==> src/rtl/srr_pkg.sv <==
`default_nettype none
package srr_pkg;

   // Fixed field widths of the packet and result words.
   localparam int SEQ_W     = 3;
   localparam int PAYLOAD_W = 64;

   // Result kind codes.
   localparam logic KIND_DELIVER = 1'b0;
   localparam logic KIND_ACK     = 1'b1;

   // Back-end sequencer states.
   typedef enum logic [1:0] {
      BK_IDLE,
      BK_CHECK,
      BK_RDATA,
      BK_ACK
   } back_state_type;

   // One queued command: the reduced sequence number to acknowledge.
   typedef struct packed {
      logic [SEQ_W-1:0] seq;
   } queue_word_type;

   // Status the back end reports to the front end.
   typedef struct packed {
      logic idle;
   } back_status_type;

endpackage
`default_nettype wire

==> src/rtl/srr_ram.sv <==
`default_nettype none
module srr_ram #(
   parameter int WIDTH = 64,
   parameter int DEPTH = 4,
   localparam int ADDR_W = (DEPTH > 1) ? $clog2(DEPTH) : 1
) (
   input  wire logic                     clock,
   input  wire logic                     wr_en,
   input  wire logic [ADDR_W-1:0]        wr_addr,
   input  wire logic [WIDTH-1:0]         wr_data,
   input  wire logic                     rd_en,
   input  wire logic [ADDR_W-1:0]        rd_addr,
   output logic      [WIDTH-1:0]         rd_data
);
   logic [WIDTH-1:0] mem_ff [DEPTH];
   logic [WIDTH-1:0] rd_data_ff;

   // Single write port, registered read port.
   always_ff @(posedge clock) begin
      if (wr_en) begin
         mem_ff[wr_addr] <= wr_data;
      end
      if (rd_en) begin
         rd_data_ff <= mem_ff[rd_addr];
      end
   end

   assign rd_data = rd_data_ff;

endmodule
`default_nettype wire

==> src/rtl/srr_queue.sv <==
`default_nettype none
module srr_queue (
   input  wire logic                   clock,
   input  wire logic                   reset,
   input  wire logic                   push,
   input  wire srr_pkg::queue_word_type push_word,
   input  wire logic                   pop,
   output srr_pkg::queue_word_type     pop_word,
   output logic                        empty,
   output logic                        full
);
   localparam int DEPTH = 2;

   srr_pkg::queue_word_type entry_ff [DEPTH];
   logic       wr_ptr_ff, wr_ptr_in;
   logic       rd_ptr_ff, rd_ptr_in;
   logic [1:0] count_ff, count_in;
   logic       do_push, do_pop;

   // Pushes are dropped when full, pops are ignored when empty.
   always_comb begin
      do_push   = push && (count_ff != 2'(DEPTH));
      do_pop    = pop && (count_ff != 2'd0);
      wr_ptr_in = do_push ? ~wr_ptr_ff : wr_ptr_ff;
      rd_ptr_in = do_pop ? ~rd_ptr_ff : rd_ptr_ff;
      count_in  = count_ff + 2'(do_push) - 2'(do_pop);
   end

   // Pointer and count registers.
   always_ff @(posedge clock) begin
      if (reset) begin
         wr_ptr_ff <= 1'b0;
         rd_ptr_ff <= 1'b0;
         count_ff  <= 2'd0;
      end else begin
         wr_ptr_ff <= wr_ptr_in;
         rd_ptr_ff <= rd_ptr_in;
         count_ff  <= count_in;
      end
   end

   // Entry storage.
   always_ff @(posedge clock) begin
      if (do_push) begin
         entry_ff[wr_ptr_ff] <= push_word;
      end
   end

   assign pop_word = entry_ff[rd_ptr_ff];
   assign empty    = (count_ff == 2'd0);
   assign full     = (count_ff == 2'(DEPTH));

endmodule
`default_nettype wire

==> src/rtl/srr_front.sv <==
`default_nettype none
module srr_front #(
   parameter int SEQ_SPACE = 8,
   parameter int WINDOW    = 4,
   localparam int BASE_W   = $clog2(SEQ_SPACE),
   localparam int HEAD_W   = (WINDOW > 1) ? $clog2(WINDOW) : 1
) (
   input  wire logic                            req_valid,
   output logic                                 req_stall,
   input  wire logic [srr_pkg::SEQ_W-1:0]       req_seq_num,
   input  wire logic                            req_checksum_ok,
   input  wire logic [srr_pkg::PAYLOAD_W-1:0]   req_payload_word,
   input  wire srr_pkg::back_status_type        status,
   input  wire logic                            queue_empty,
   input  wire logic [BASE_W-1:0]               window_base,
   input  wire logic [HEAD_W-1:0]               head,
   input  wire logic [WINDOW-1:0]               filled,
   output logic                                 queue_push,
   output srr_pkg::queue_word_type              queue_word,
   output logic                                 set_valid,
   output logic [HEAD_W-1:0]                    set_idx,
   output logic                                 wr_en,
   output logic [HEAD_W-1:0]                    wr_addr,
   output logic [srr_pkg::PAYLOAD_W-1:0]        wr_data
);
   localparam int SUM_W  = ((HEAD_W > BASE_W) ? HEAD_W : BASE_W) + 1;

   logic              ready;
   logic              accept;
   logic [8:0]        seq_red;
   logic [BASE_W-1:0] seq_mod;
   logic [BASE_W:0]   diff;
   logic [BASE_W:0]   diff_wrap;
   logic [BASE_W-1:0] offset;
   logic              in_window;
   logic [SUM_W-1:0]  slot_sum;
   logic [HEAD_W-1:0] slot_idx;
   logic              slot_empty;

   // A new word is taken only when the back end has drained the previous one.
   assign ready     = queue_empty && status.idle;
   assign req_stall = !ready;
   assign accept    = req_valid && ready;

   // Reduce the sequence number into the sequence space and find its window offset.
   always_comb begin
      seq_red = 9'(req_seq_num);
      for (int i = 0; i < 4; i++) begin
         if (seq_red >= 9'(SEQ_SPACE)) begin
            seq_red = seq_red - 9'(SEQ_SPACE);
         end
      end
      seq_mod   = seq_red[BASE_W-1:0];
      diff      = {1'b0, seq_mod} - {1'b0, window_base};
      diff_wrap = diff + (BASE_W+1)'(SEQ_SPACE);
      offset    = diff[BASE_W] ? diff_wrap[BASE_W-1:0] : diff[BASE_W-1:0];
      in_window = 9'(offset) < 9'(WINDOW);
   end

   // Map the window offset onto the circular slot index.
   always_comb begin
      slot_sum = SUM_W'(head) + SUM_W'(offset);
      if (slot_sum >= SUM_W'(WINDOW)) begin
         slot_sum = slot_sum - SUM_W'(WINDOW);
      end
      slot_idx   = slot_sum[HEAD_W-1:0];
      slot_empty = !filled[slot_idx];
   end

   // Good words always queue an acknowledgement; new in-window words are buffered.
   always_comb begin
      queue_push     = accept && req_checksum_ok;
      queue_word.seq = seq_red[srr_pkg::SEQ_W-1:0];
      set_valid      = queue_push && in_window && slot_empty;
      set_idx        = slot_idx;
      wr_en          = set_valid;
      wr_addr        = slot_idx;
      wr_data        = req_payload_word;
   end

endmodule
`default_nettype wire

==> src/rtl/srr_back.sv <==
`default_nettype none
module srr_back #(
   parameter int SEQ_SPACE = 8,
   parameter int WINDOW    = 4,
   localparam int BASE_W   = $clog2(SEQ_SPACE),
   localparam int HEAD_W   = (WINDOW > 1) ? $clog2(WINDOW) : 1
) (
   input  wire logic                          clock,
   input  wire logic                          reset,
   input  wire logic                          queue_empty,
   input  wire srr_pkg::queue_word_type       queue_word,
   output logic                               queue_pop,
   input  wire logic                          set_valid,
   input  wire logic [HEAD_W-1:0]             set_idx,
   output logic [BASE_W-1:0]                  window_base,
   output logic [HEAD_W-1:0]                  head,
   output logic [WINDOW-1:0]                  filled,
   output srr_pkg::back_status_type           status,
   output logic                               rd_en,
   output logic [HEAD_W-1:0]                  rd_addr,
   input  wire logic [srr_pkg::PAYLOAD_W-1:0] rd_data,
   output logic                               rsp_valid,
   input  wire logic                          rsp_stall,
   output logic                               rsp_result_kind,
   output logic [srr_pkg::SEQ_W-1:0]          rsp_result_seq,
   output logic [srr_pkg::PAYLOAD_W-1:0]      rsp_result_payload,
   output logic                               rsp_last_of_run
);
   srr_pkg::back_state_type state_ff, state_in;
   logic [BASE_W-1:0]          base_ff, base_in;
   logic [HEAD_W-1:0]          head_ff, head_in;
   logic [WINDOW-1:0]          filled_ff, filled_in;
   logic [srr_pkg::SEQ_W-1:0]  ack_seq_ff, ack_seq_in;
   logic [srr_pkg::SEQ_W-1:0]  dlv_seq_ff, dlv_seq_in;
   logic                       out_valid_ff, out_valid_in;
   logic                       out_kind_ff, out_kind_in;
   logic [srr_pkg::SEQ_W-1:0]  out_seq_ff, out_seq_in;
   logic [srr_pkg::PAYLOAD_W-1:0] out_payload_ff, out_payload_in;
   logic                       out_last_ff, out_last_in;
   logic                       out_free;
   logic [8:0]                 base_ext;

   assign out_free = !out_valid_ff || !rsp_stall;
   assign base_ext = 9'(base_ff);

   // Sequencer: drain filled slots at the window front, then send the acknowledgement.
   always_comb begin
      state_in       = state_ff;
      base_in        = base_ff;
      head_in        = head_ff;
      filled_in      = filled_ff;
      ack_seq_in     = ack_seq_ff;
      dlv_seq_in     = dlv_seq_ff;
      out_valid_in   = out_valid_ff && rsp_stall;
      out_kind_in    = out_kind_ff;
      out_seq_in     = out_seq_ff;
      out_payload_in = out_payload_ff;
      out_last_in    = out_last_ff;
      queue_pop      = 1'b0;
      rd_en          = 1'b0;
      rd_addr        = head_ff;

      if (set_valid) begin
         filled_in[set_idx] = 1'b1;
      end

      case (state_ff)
         srr_pkg::BK_IDLE: begin
            if (!queue_empty) begin
               queue_pop  = 1'b1;
               ack_seq_in = queue_word.seq;
               state_in   = srr_pkg::BK_CHECK;
            end
         end
         srr_pkg::BK_CHECK: begin
            if (filled_ff[head_ff]) begin
               rd_en              = 1'b1;
               filled_in[head_ff] = 1'b0;
               dlv_seq_in         = base_ext[srr_pkg::SEQ_W-1:0];
               head_in  = (head_ff == HEAD_W'(WINDOW - 1)) ? '0 : head_ff + 1'b1;
               base_in  = (base_ff == BASE_W'(SEQ_SPACE - 1)) ? '0 : base_ff + 1'b1;
               state_in = srr_pkg::BK_RDATA;
            end else begin
               state_in = srr_pkg::BK_ACK;
            end
         end
         srr_pkg::BK_RDATA: begin
            if (out_free) begin
               out_valid_in   = 1'b1;
               out_kind_in    = srr_pkg::KIND_DELIVER;
               out_seq_in     = dlv_seq_ff;
               out_payload_in = rd_data;
               out_last_in    = 1'b0;
               state_in       = srr_pkg::BK_CHECK;
            end
         end
         srr_pkg::BK_ACK: begin
            if (out_free) begin
               out_valid_in   = 1'b1;
               out_kind_in    = srr_pkg::KIND_ACK;
               out_seq_in     = ack_seq_ff;
               out_payload_in = '0;
               out_last_in    = 1'b1;
               state_in       = srr_pkg::BK_IDLE;
            end
         end
         default: begin
            state_in = srr_pkg::BK_IDLE;
         end
      endcase
   end

   // Control registers.
   always_ff @(posedge clock) begin
      if (reset) begin
         state_ff     <= srr_pkg::BK_IDLE;
         base_ff      <= '0;
         head_ff      <= '0;
         filled_ff    <= '0;
         out_valid_ff <= 1'b0;
      end else begin
         state_ff     <= state_in;
         base_ff      <= base_in;
         head_ff      <= head_in;
         filled_ff    <= filled_in;
         out_valid_ff <= out_valid_in;
      end
   end

   // Payload registers.
   always_ff @(posedge clock) begin
      ack_seq_ff     <= ack_seq_in;
      dlv_seq_ff     <= dlv_seq_in;
      out_kind_ff    <= out_kind_in;
      out_seq_ff     <= out_seq_in;
      out_payload_ff <= out_payload_in;
      out_last_ff    <= out_last_in;
   end

   assign window_base        = base_ff;
   assign head               = head_ff;
   assign filled             = filled_ff;
   assign status.idle        = (state_ff == srr_pkg::BK_IDLE);
   assign rsp_valid          = out_valid_ff;
   assign rsp_result_kind    = out_kind_ff;
   assign rsp_result_seq     = out_seq_ff;
   assign rsp_result_payload = out_payload_ff;
   assign rsp_last_of_run    = out_last_ff;

endmodule
`default_nettype wire

==> src/rtl/selective_repeat_receiver_top.sv <==
`default_nettype none
// Each delivered payload takes a slot check with the buffer RAM read, then the output
// load; accept, dequeue, the closing check and the acknowledgement complete a good word,
// and a result stall holds the output load. A corrupt word is accepted and queues nothing.
// Reset clears the window base, slot-filled bits, the command queue and output valid;
// the payload RAM is not cleared and is read only from filled slots.
module selective_repeat_receiver_top #(
   parameter int SEQ_SPACE = 8,
   parameter int WINDOW    = 4
) (
   input  wire logic                          clock,
   input  wire logic                          reset,
   input  wire logic                          req_valid,
   output logic                               req_stall,
   input  wire logic [srr_pkg::SEQ_W-1:0]     req_seq_num,
   input  wire logic                          req_checksum_ok,
   input  wire logic [srr_pkg::PAYLOAD_W-1:0] req_payload_word,
   output logic                               rsp_valid,
   input  wire logic                          rsp_stall,
   output logic                               rsp_result_kind,
   output logic [srr_pkg::SEQ_W-1:0]          rsp_result_seq,
   output logic [srr_pkg::PAYLOAD_W-1:0]      rsp_result_payload,
   output logic                               rsp_last_of_run
);
   localparam int BASE_W = $clog2(SEQ_SPACE);
   localparam int HEAD_W = (WINDOW > 1) ? $clog2(WINDOW) : 1;

   srr_pkg::back_status_type   status;
   srr_pkg::queue_word_type    push_word;
   srr_pkg::queue_word_type    pop_word;
   logic                       queue_push, queue_pop, queue_empty, queue_full;
   logic [BASE_W-1:0]          window_base;
   logic [HEAD_W-1:0]          head;
   logic [WINDOW-1:0]          filled;
   logic                       set_valid;
   logic [HEAD_W-1:0]          set_idx;
   logic                       wr_en, rd_en;
   logic [HEAD_W-1:0]          wr_addr, rd_addr;
   logic [srr_pkg::PAYLOAD_W-1:0] wr_data, rd_data;

   // Front end: accepts and classifies arriving words.
   srr_front #(.SEQ_SPACE(SEQ_SPACE), .WINDOW(WINDOW)) u_front (
      .req_valid        (req_valid),
      .req_stall        (req_stall),
      .req_seq_num      (req_seq_num),
      .req_checksum_ok  (req_checksum_ok),
      .req_payload_word (req_payload_word),
      .status           (status),
      .queue_empty      (queue_empty),
      .window_base      (window_base),
      .head             (head),
      .filled           (filled),
      .queue_push       (queue_push),
      .queue_word       (push_word),
      .set_valid        (set_valid),
      .set_idx          (set_idx),
      .wr_en            (wr_en),
      .wr_addr          (wr_addr),
      .wr_data          (wr_data)
   );

   // Command queue between the two halves.
   srr_queue u_queue (
      .clock     (clock),
      .reset     (reset),
      .push      (queue_push),
      .push_word (push_word),
      .pop       (queue_pop),
      .pop_word  (pop_word),
      .empty     (queue_empty),
      .full      (queue_full)
   );

   // Receive buffer, one entry per window slot.
   srr_ram #(.WIDTH(srr_pkg::PAYLOAD_W), .DEPTH(WINDOW)) u_buffer (
      .clock   (clock),
      .wr_en   (wr_en && !queue_full),
      .wr_addr (wr_addr),
      .wr_data (wr_data),
      .rd_en   (rd_en),
      .rd_addr (rd_addr),
      .rd_data (rd_data)
   );

   // Back end: in-order delivery and acknowledgement.
   srr_back #(.SEQ_SPACE(SEQ_SPACE), .WINDOW(WINDOW)) u_back (
      .clock              (clock),
      .reset              (reset),
      .queue_empty        (queue_empty),
      .queue_word         (pop_word),
      .queue_pop          (queue_pop),
      .set_valid          (set_valid),
      .set_idx            (set_idx),
      .window_base        (window_base),
      .head               (head),
      .filled             (filled),
      .status             (status),
      .rd_en              (rd_en),
      .rd_addr            (rd_addr),
      .rd_data            (rd_data),
      .rsp_valid          (rsp_valid),
      .rsp_stall          (rsp_stall),
      .rsp_result_kind    (rsp_result_kind),
      .rsp_result_seq     (rsp_result_seq),
      .rsp_result_payload (rsp_result_payload),
      .rsp_last_of_run    (rsp_last_of_run)
   );

endmodule
`default_nettype wire

==> config.mk <==
export PLATFORM = sky130hd
export DESIGN_NAME = selective_repeat_receiver_top
export DESIGN_NICKNAME = d
export VERILOG_FILES = /design/src/rtl/srr_pkg.sv /design/src/rtl/srr_ram.sv /design/src/rtl/srr_queue.sv /design/src/rtl/srr_front.sv /design/src/rtl/srr_back.sv /design/src/rtl/selective_repeat_receiver_top.sv
export SDC_FILE = /design/constraint.sdc
export NUM_CORES = 1
export LEC_CHECK = 0
export BUFFER_PORTS_ARGS = -buffer_cell sky130_fd_sc_hd__buf_2
export CAP_MARGIN = 20
export CORE_ASPECT_RATIO = 0.8
export CORE_MARGIN = 2
export CORE_UTILIZATION = 50
export CTS_BUF_LIST = sky130_fd_sc_hd__clkbuf_16
export CTS_CLUSTER_SIZE = 10
export DETAILED_ROUTE_END_ITERATION = 8
export GPL_TIMING_DRIVEN = 0
export PLACE_DENSITY = 0.69
export SLEW_MARGIN = 20
export SYNTH_ARGS = -nofsm -noshare
export SYNTH_HDL_FRONTEND = slang
export SYNTH_SLANG_ARGS = --single-unit
==> constraint.sdc <==
create_clock -name clock -period 16.95 [get_ports clock]
set_input_delay 1.695 -clock clock [delete_from_list [all_inputs] [get_ports clock]]
set_output_delay 1.695 -clock clock [all_outputs]
set_load 0.01 [all_outputs]
After elaboration in Yosys (flattened, before gate mapping) --
Memories as Yosys holds them, arrays and structs flattened. A register that Yosys moved wholly into a read port is not among the register bits. Index checks and enable logic that the tools add are counted.
Operators by class: reduce and logical (&&, ||, !) cells 26, eq/ne operators 10, order comparisons 6, mux-type cells 39, $add $sub $neg 8, bitwise logic cells 6
Operator list (number):
- 2-to-1 mux 64 bit | 2
- case mux 64 bit (2 select lines) | 1
- 2-to-1 mux 1 bit | 17
- 2-to-1 mux 3 bit | 4
- 2-to-1 mux 4 bit | 3
- logical AND 1 bit | 11
- 2-to-1 mux 2 bit | 5
- == test 2 bit (second input constant) | 4
- case mux 2 bit (4 select lines) | 1
- adder 3 x 1 -> 3 bit (second input constant) | 2
- < comparator 2 x 3 -> 1 bit (second input constant) | 2
- case mux 3 bit (2 select lines) | 1
- AND reduction 3 bit | 2
- zero test 1 bit | 5
- adder 2 x 3 -> 4 bit | 1
- bitwise AND 4 bit | 1
- binary-select mux 1 bit (select 2 bit) | 2
- demux 1 bit (select 2 bit) | 2
- >= comparator 2 x 1 -> 1 bit (second input constant) | 2
- >= comparator 4 x 3 -> 1 bit (second input constant) | 1
- zero test 2 bit | 2
- inequality test 2 x 1 -> 1 bit (second input constant) | 2
- inequality test 2 bit (second input constant) | 2
- NOT 4 bit | 1
- other kinds (15) | 19
Storage, ports and cells: register bits 87, memories 2, RAM bits 262, logic and storage cells 109, output and inout bits 71
Memory list:
- u_buffer.mem_ff | depth 4, width 64, rd ports 1, clocked after memory_dff 1, wr ports 1, RTL line srr_ram.sv:15 | logic [WIDTH-1:0] mem_ff [DEPTH];
- u_queue.entry_ff | depth 2, width 3, rd ports 1, clocked after memory_dff 1, wr ports 1, RTL line srr_queue.sv:14 | srr_pkg::queue_word_type entry_ff [DEPTH];

Logic depth before layout (Yosys ltp) --
depth in word-level cells 15, gate-level depth with buffers 8, depth with buffers taken out 8

Hierarchy --
Synthesis repeated with hierarchy kept, for this count alone.
Second synthesis, totals: cell total of the unflattened synthesis 748, area total of the unflattened synthesis 15742.6 um^2
Modules (own cells, without submodules):
- srr_ram | instances 1, cells an instance 402, area an instance 11263.3 um^2, seq. area each 9609.2 um^2
- srr_back | instances 1, cells an instance 221, area an instance 3333.2 um^2, seq. area each 2462.4 um^2
- srr_front | instances 1, cells an instance 88, area an instance 684.4 um^2, seq. area each 0.0 um^2
- srr_queue | instances 1, cells an instance 36, area an instance 447.9 um^2, seq. area each 280.3 um^2
- selective_repeat_receiver_top | instances 1, cells an instance 1, area an instance 13.8 um^2, seq. area each 0.0 um^2

Least setup slack after synthesis --
Ideal clock, no wire load.
kind input port to flip-flop, start point in req_seq_num[0] in the netlist's numbering, end point mem u_buffer.mem_ff[0][0] (enable), path slack 9.183 ns, buffers on the path 0, data required time 16.385 ns, stages on the path 7, arrival time 7.203 ns, cells stage by stage inv_1 > ha_1 > inv_1 > fa_1 > xnor2_1 > xnor2_1 > nor3_1
Between the ends: word-level cells in the longest chain between the ends 13, elaborated cells on any way between the ends 16
Ends and longest elaborated chain:
- start: declaration | RTL line selective_repeat_receiver_top.sv:15 | input wire logic [srr_pkg::SEQ_W-1:0] req_seq_num,
- subtractor 3 x 3 -> 4 bit * | RTL line srr_front.sv:54 | diff = {1'b0, seq_mod} - {1'b0, window_base};
- adder 3 x 1 -> 3 bit | RTL line srr_front.sv:55 | diff_wrap = diff + (BASE_W+1)'(SEQ_SPACE);
- 2-to-1 mux 3 bit * | RTL line srr_front.sv:56 | offset = diff[BASE_W] ? diff_wrap[BASE_W-1:0] : diff[BASE_W-1:0];
- adder 2 x 3 -> 4 bit | RTL line srr_front.sv:62 | slot_sum = SUM_W'(head) + SUM_W'(offset);
- >= comparator 4 x 3 -> 1 bit or subtractor 2 x 1 -> 2 bit (tied branches) | RTL line srr_front.sv:63, srr_front.sv:64
- 2-to-1 mux 2 bit | RTL line srr_front.sv:63 | if (slot_sum >= SUM_W'(WINDOW)) begin
- binary-select mux 1 bit (select 2 bit) | RTL line srr_front.sv:67 | slot_empty = !filled[slot_idx];
- 2-to-1 mux 1 bit (implied by the code) | RTL line srr_front.sv:67
- zero test 1 bit | RTL line srr_front.sv:67
- logical AND 1 bit | RTL line srr_front.sv:74 | set_valid = queue_push && in_window && slot_empty;
- logical AND 1 bit | RTL line selective_repeat_receiver_top.sv:77 | .wr_en (wr_en && !queue_full),
- 2-to-1 mux 1 bit | RTL line srr_ram.sv:20 | if (wr_en) begin
- 2-to-1 mux 1 bit (implied by the code) | RTL line srr_ram.sv:21 | mem_ff[wr_addr] <= wr_data;
- end: declaration | RTL line srr_ram.sv:15
Mark *: on every way between the ends. The rest lies on a longest branch, timed or not. The select of a mux whose other input is x is not followed.

Worst setup path after layout --
start point in req_seq_num[0] in the netlist's numbering, end point mem u_buffer.mem_ff[3][29] (enable)
The elaborated chain is that of the path after synthesis.

==> impl_metrics.csv <==
group,metric,value,unit
routing,firstDrtPassIters,4,
synthesis,synth_common_cells,"edfxtp_1, and2_1, mux4_2",
clock_network,cts_tree,"built",
global_routing,grt_max_degree,44,
finish,stdcell_area,17800,um^2
global_routing,grt_usage,0.175,
synthesis,synth_most_common_cell,"edfxtp_1",
placement,dpl.cell_count,1210,
synthesis,ys_seq_area_frac,0.825,
worst_setup_path,path_cells,"buf_2, inv_1, ha_1, inv_1, fa_1, xnor2_1, xnor2_1, nand3_1, nor2_4, buf_16, buf_16, buf_12",
clock_network,cts_resized,0,
finish,final_cells,1270,
global_routing,overflow,0,
routing,vias,6726,
power_and_ir_drop,ir_drop,0.0000871,V
synthesis,ys_async_sr_fraction,0,
finish,syn2layout_area_growth,18.9,%
worst_setup_path,crit_fanout,20,
synthesis,synthTopCellsByArea,"edfxtp_1, mux4_2, and2_1",
global_routing,first_global_vias,6997,
synthesis,synth.cell_area,14900,um^2
clock_network,htree_levels,2,
placement,place_ws,12170,ps
routing,routedWlPerCell,20.7,um
finish,nets,965,
timing,period_share,0.248,
clock_network,clock_path_buffers,3,
timing,setup_tns,0,ps
clock_network,cts_made_buffers,47,
worst_setup_path,cp_top_family,"buffers and inverters",
global_routing,use_met1,0.238,
floorplanning,coreArea,29400,um^2
clock_network,root_buffer,"clkbuf_16",
routing,drc_errors,0,
timing,holdWs,509,ps
clock_network,numClockSinks,416,
power_and_ir_drop,p_leak,5.95,nW
worst_setup_path,critPathRequiredTime,17180,ps
timing,finClkSkew,14.8,ps
synthesis,avgSynthCellArea,22.6,um^2
synthesis,synth_ff_type,"edfxtp_1",
global_routing,antenna_found_initial,4,
worst_setup_path,cp_slowest_cell,"nor2_4",
worst_setup_path,cp.depth,12,
timing,clock.fmax,0.238,GHz
placement,io_buffers,142,
global_routing,busiest_layer,"met2",
floorplanning,die_w,197,um
power_and_ir_drop,power.density,124,nW/um^2
placement,gp_congestion,0.735,
routing,drtIter0Drc,384,
outcome,status,"finished clean",
clock_network,cts_hold_buf,0,
floorplanning,die_h,159,um
finish,ff_latch_area,12300,um^2
finish,drive_gt1_frac,0.348,
routing,finalWirelength,26300,um
clock_network,clkTransAtPathRegs,60,ps
timing,drv_slew,0,
synthesis,synth_nets,743,
floorplanning,die_area,31300,um^2
synthesis,ys_warn_count,0,
timing,tightest_slew,819,ps
timing,slew_headroom,0.454,
timing,fin_crit,4210,ps
power_and_ir_drop,power,2.20,mW
synthesis,ys_ff_latch,416,
global_routing,grt_pass1_wl,40400,um
timing,timing.final.ws_setup,12740,ps
finish,multiInputGateArea,2480,um^2
finish,finish.utilization,0.605,
timing,setup_violations,0,
clock_network,clk_latency,540,ps
timing,rsz0062_at_grt,"no",
floorplanning,initial_core_util,0.509,
worst_setup_path,reg2regPathDepth,10,
synthesis,synth_cells,660,
worst_setup_path,crit_arrival,4440,ps
routing,antenna_left,0,
global_routing,met2_usage,0.281,
synthesis,yosysUniqueCellTypes,34,
clock_network,post_cts_buffers,0,
routing,via_per_inst,5.30,
worst_setup_path,critPathKind,"input pin to register",
worst_setup_path,worst_setup_path_end_kind,"register",
synthesis,synth_largest_area_cell,"edfxtp_1",
worst_setup_path,crit_buf_inv,6,
run,maxCapViolations,0,
floorplanning,rows,56,
worst_setup_path,critical-path-max-stage-delay,450,ps
global_routing,use_met3,0.0479,
timing,report.final.hold_viol_count,0,
placement,place_hpwl,17400,um
hold_path,hp-class,"register to register",
synthesis,synth_edf_count,400,
finish,n_fill_cell,2072,
hold_path,hold_path_depth,2,
worst_setup_path,startpoint_type,"input pin",
placement,placed_area,16500,um^2
synthesis,synth_top_area_frac,0.804,
floorplanning,io_pins,143,
==> cells by family after synthesis <==
family / share of synthesized area
AO/OA/AOI/OAI: 0.00720
XOR/XNOR: 0.00561
multiplexers: 0.103
flip-flops: 0.825
adder cells (fa/ha/maj): 0.00972
AND/OR/NAND/NOR: 0.0389
buffers and inverters: 0.0106
==> area by class of cell <==
| cell class | count | share of cell area |
|---|---|---|
| Buffer | 25 | 0.00634 |
| Timing Repair Buffer | 173 | 0.0610 |
| Clock buffer | 47 | 0.0662 |
| Multi-Input combinational cell | 207 | 0.140 |
| Sequential cell | 416 | 0.694 |
| Clock inverter | 10 | 0.00240 |
| Antenna cell | 3 | 0.000423 |
| Tap cell | 377 | 0.0266 |
| Inverter | 12 | 0.00268 |
==> tightest hold or removal path, delay by kind of cell (launching register included) <==
family | cells | cell delay [ps]
AND/OR/NAND/NOR | 1 | 70
flip-flops | 1 | 340
AO/OA/AOI/OAI | 1 | 60
==> worst paths after layout <==
path	slack, ps	to	start
setup / recovery	12740	u_buffer.mem_ff[3][29]$_DFFE_PP_	req_seq_num[0]
hold reg to reg	510	u_back.window_base[1]$_SDFFE_PP0P_	u_back.window_base[1]$_SDFFE_PP0P_
setup reg to reg	13670	u_buffer.mem_ff[3][29]$_DFFE_PP_	u_back.window_base[0]$_SDFFE_PP0P_
hold / removal	510	u_back.window_base[1]$_SDFFE_PP0P_	u_back.window_base[1]$_SDFFE_PP0P_
==> routing by layer <==
metal	wire (um)	part of all wire
met1	11600	0.44
met2	12700	0.48
met3	1640	0.062
met4	337	0.013
met5	13	0.00049
==> state kept, by name (all words and copies together) (netlist names) <==
name	flops
u_back.ack_seq_ff	3
u_back.dlv_seq_ff	3
u_back.filled	4
u_back.head	2
u_back.rsp_result_kind	1
u_back.rsp_result_payload	64
u_back.rsp_result_seq	3
u_back.rsp_valid	1
u_back.state_ff	2
u_back.window_base	3
u_buffer.mem_ff	256
u_buffer.rd_data	64
u_queue.count_ff	2
u_queue.entry_ff	6
u_queue.rd_ptr_ff	1
u_queue.wr_ptr_ff	1
==> cells in the final DEF, fill, tap and decap left out, types with 2 or more instances in the layout <==
cell,netlist,final
buf_2,6,148
a211oi_1,3,3
clkbuf_1,14,14
mux4_2,65,65
nor3_2,1,4
buf_1,3,3
edfxtp_1,400,400
buf_12,0,2
inv_1,11,19
nand3_1,2,2
buf_16,0,5
nor2_1,9,8
and2_1,65,65
ha_1,10,10
a21oi_1,10,9
buf_4,1,21
xnor2_1,6,6
diode_2,0,3
or3_1,2,2
mux2_2,6,6
dfxtp_1,16,16
nor3_1,5,2
nand2_1,11,11
buf_6,1,5
clkbuf_16,0,47
==> power breakdown <==
group / leakage, nW / internal, mW / switching (mW)
clock: 0.628 / 0.488 / 0.352
sequential: 3.75 / 1.19 / 0.0177
combinational: 1.57 / 0.0670 / 0.0901
total: 5.95 / 1.74 / 0.460
Power figures use the tool's default switching activity.
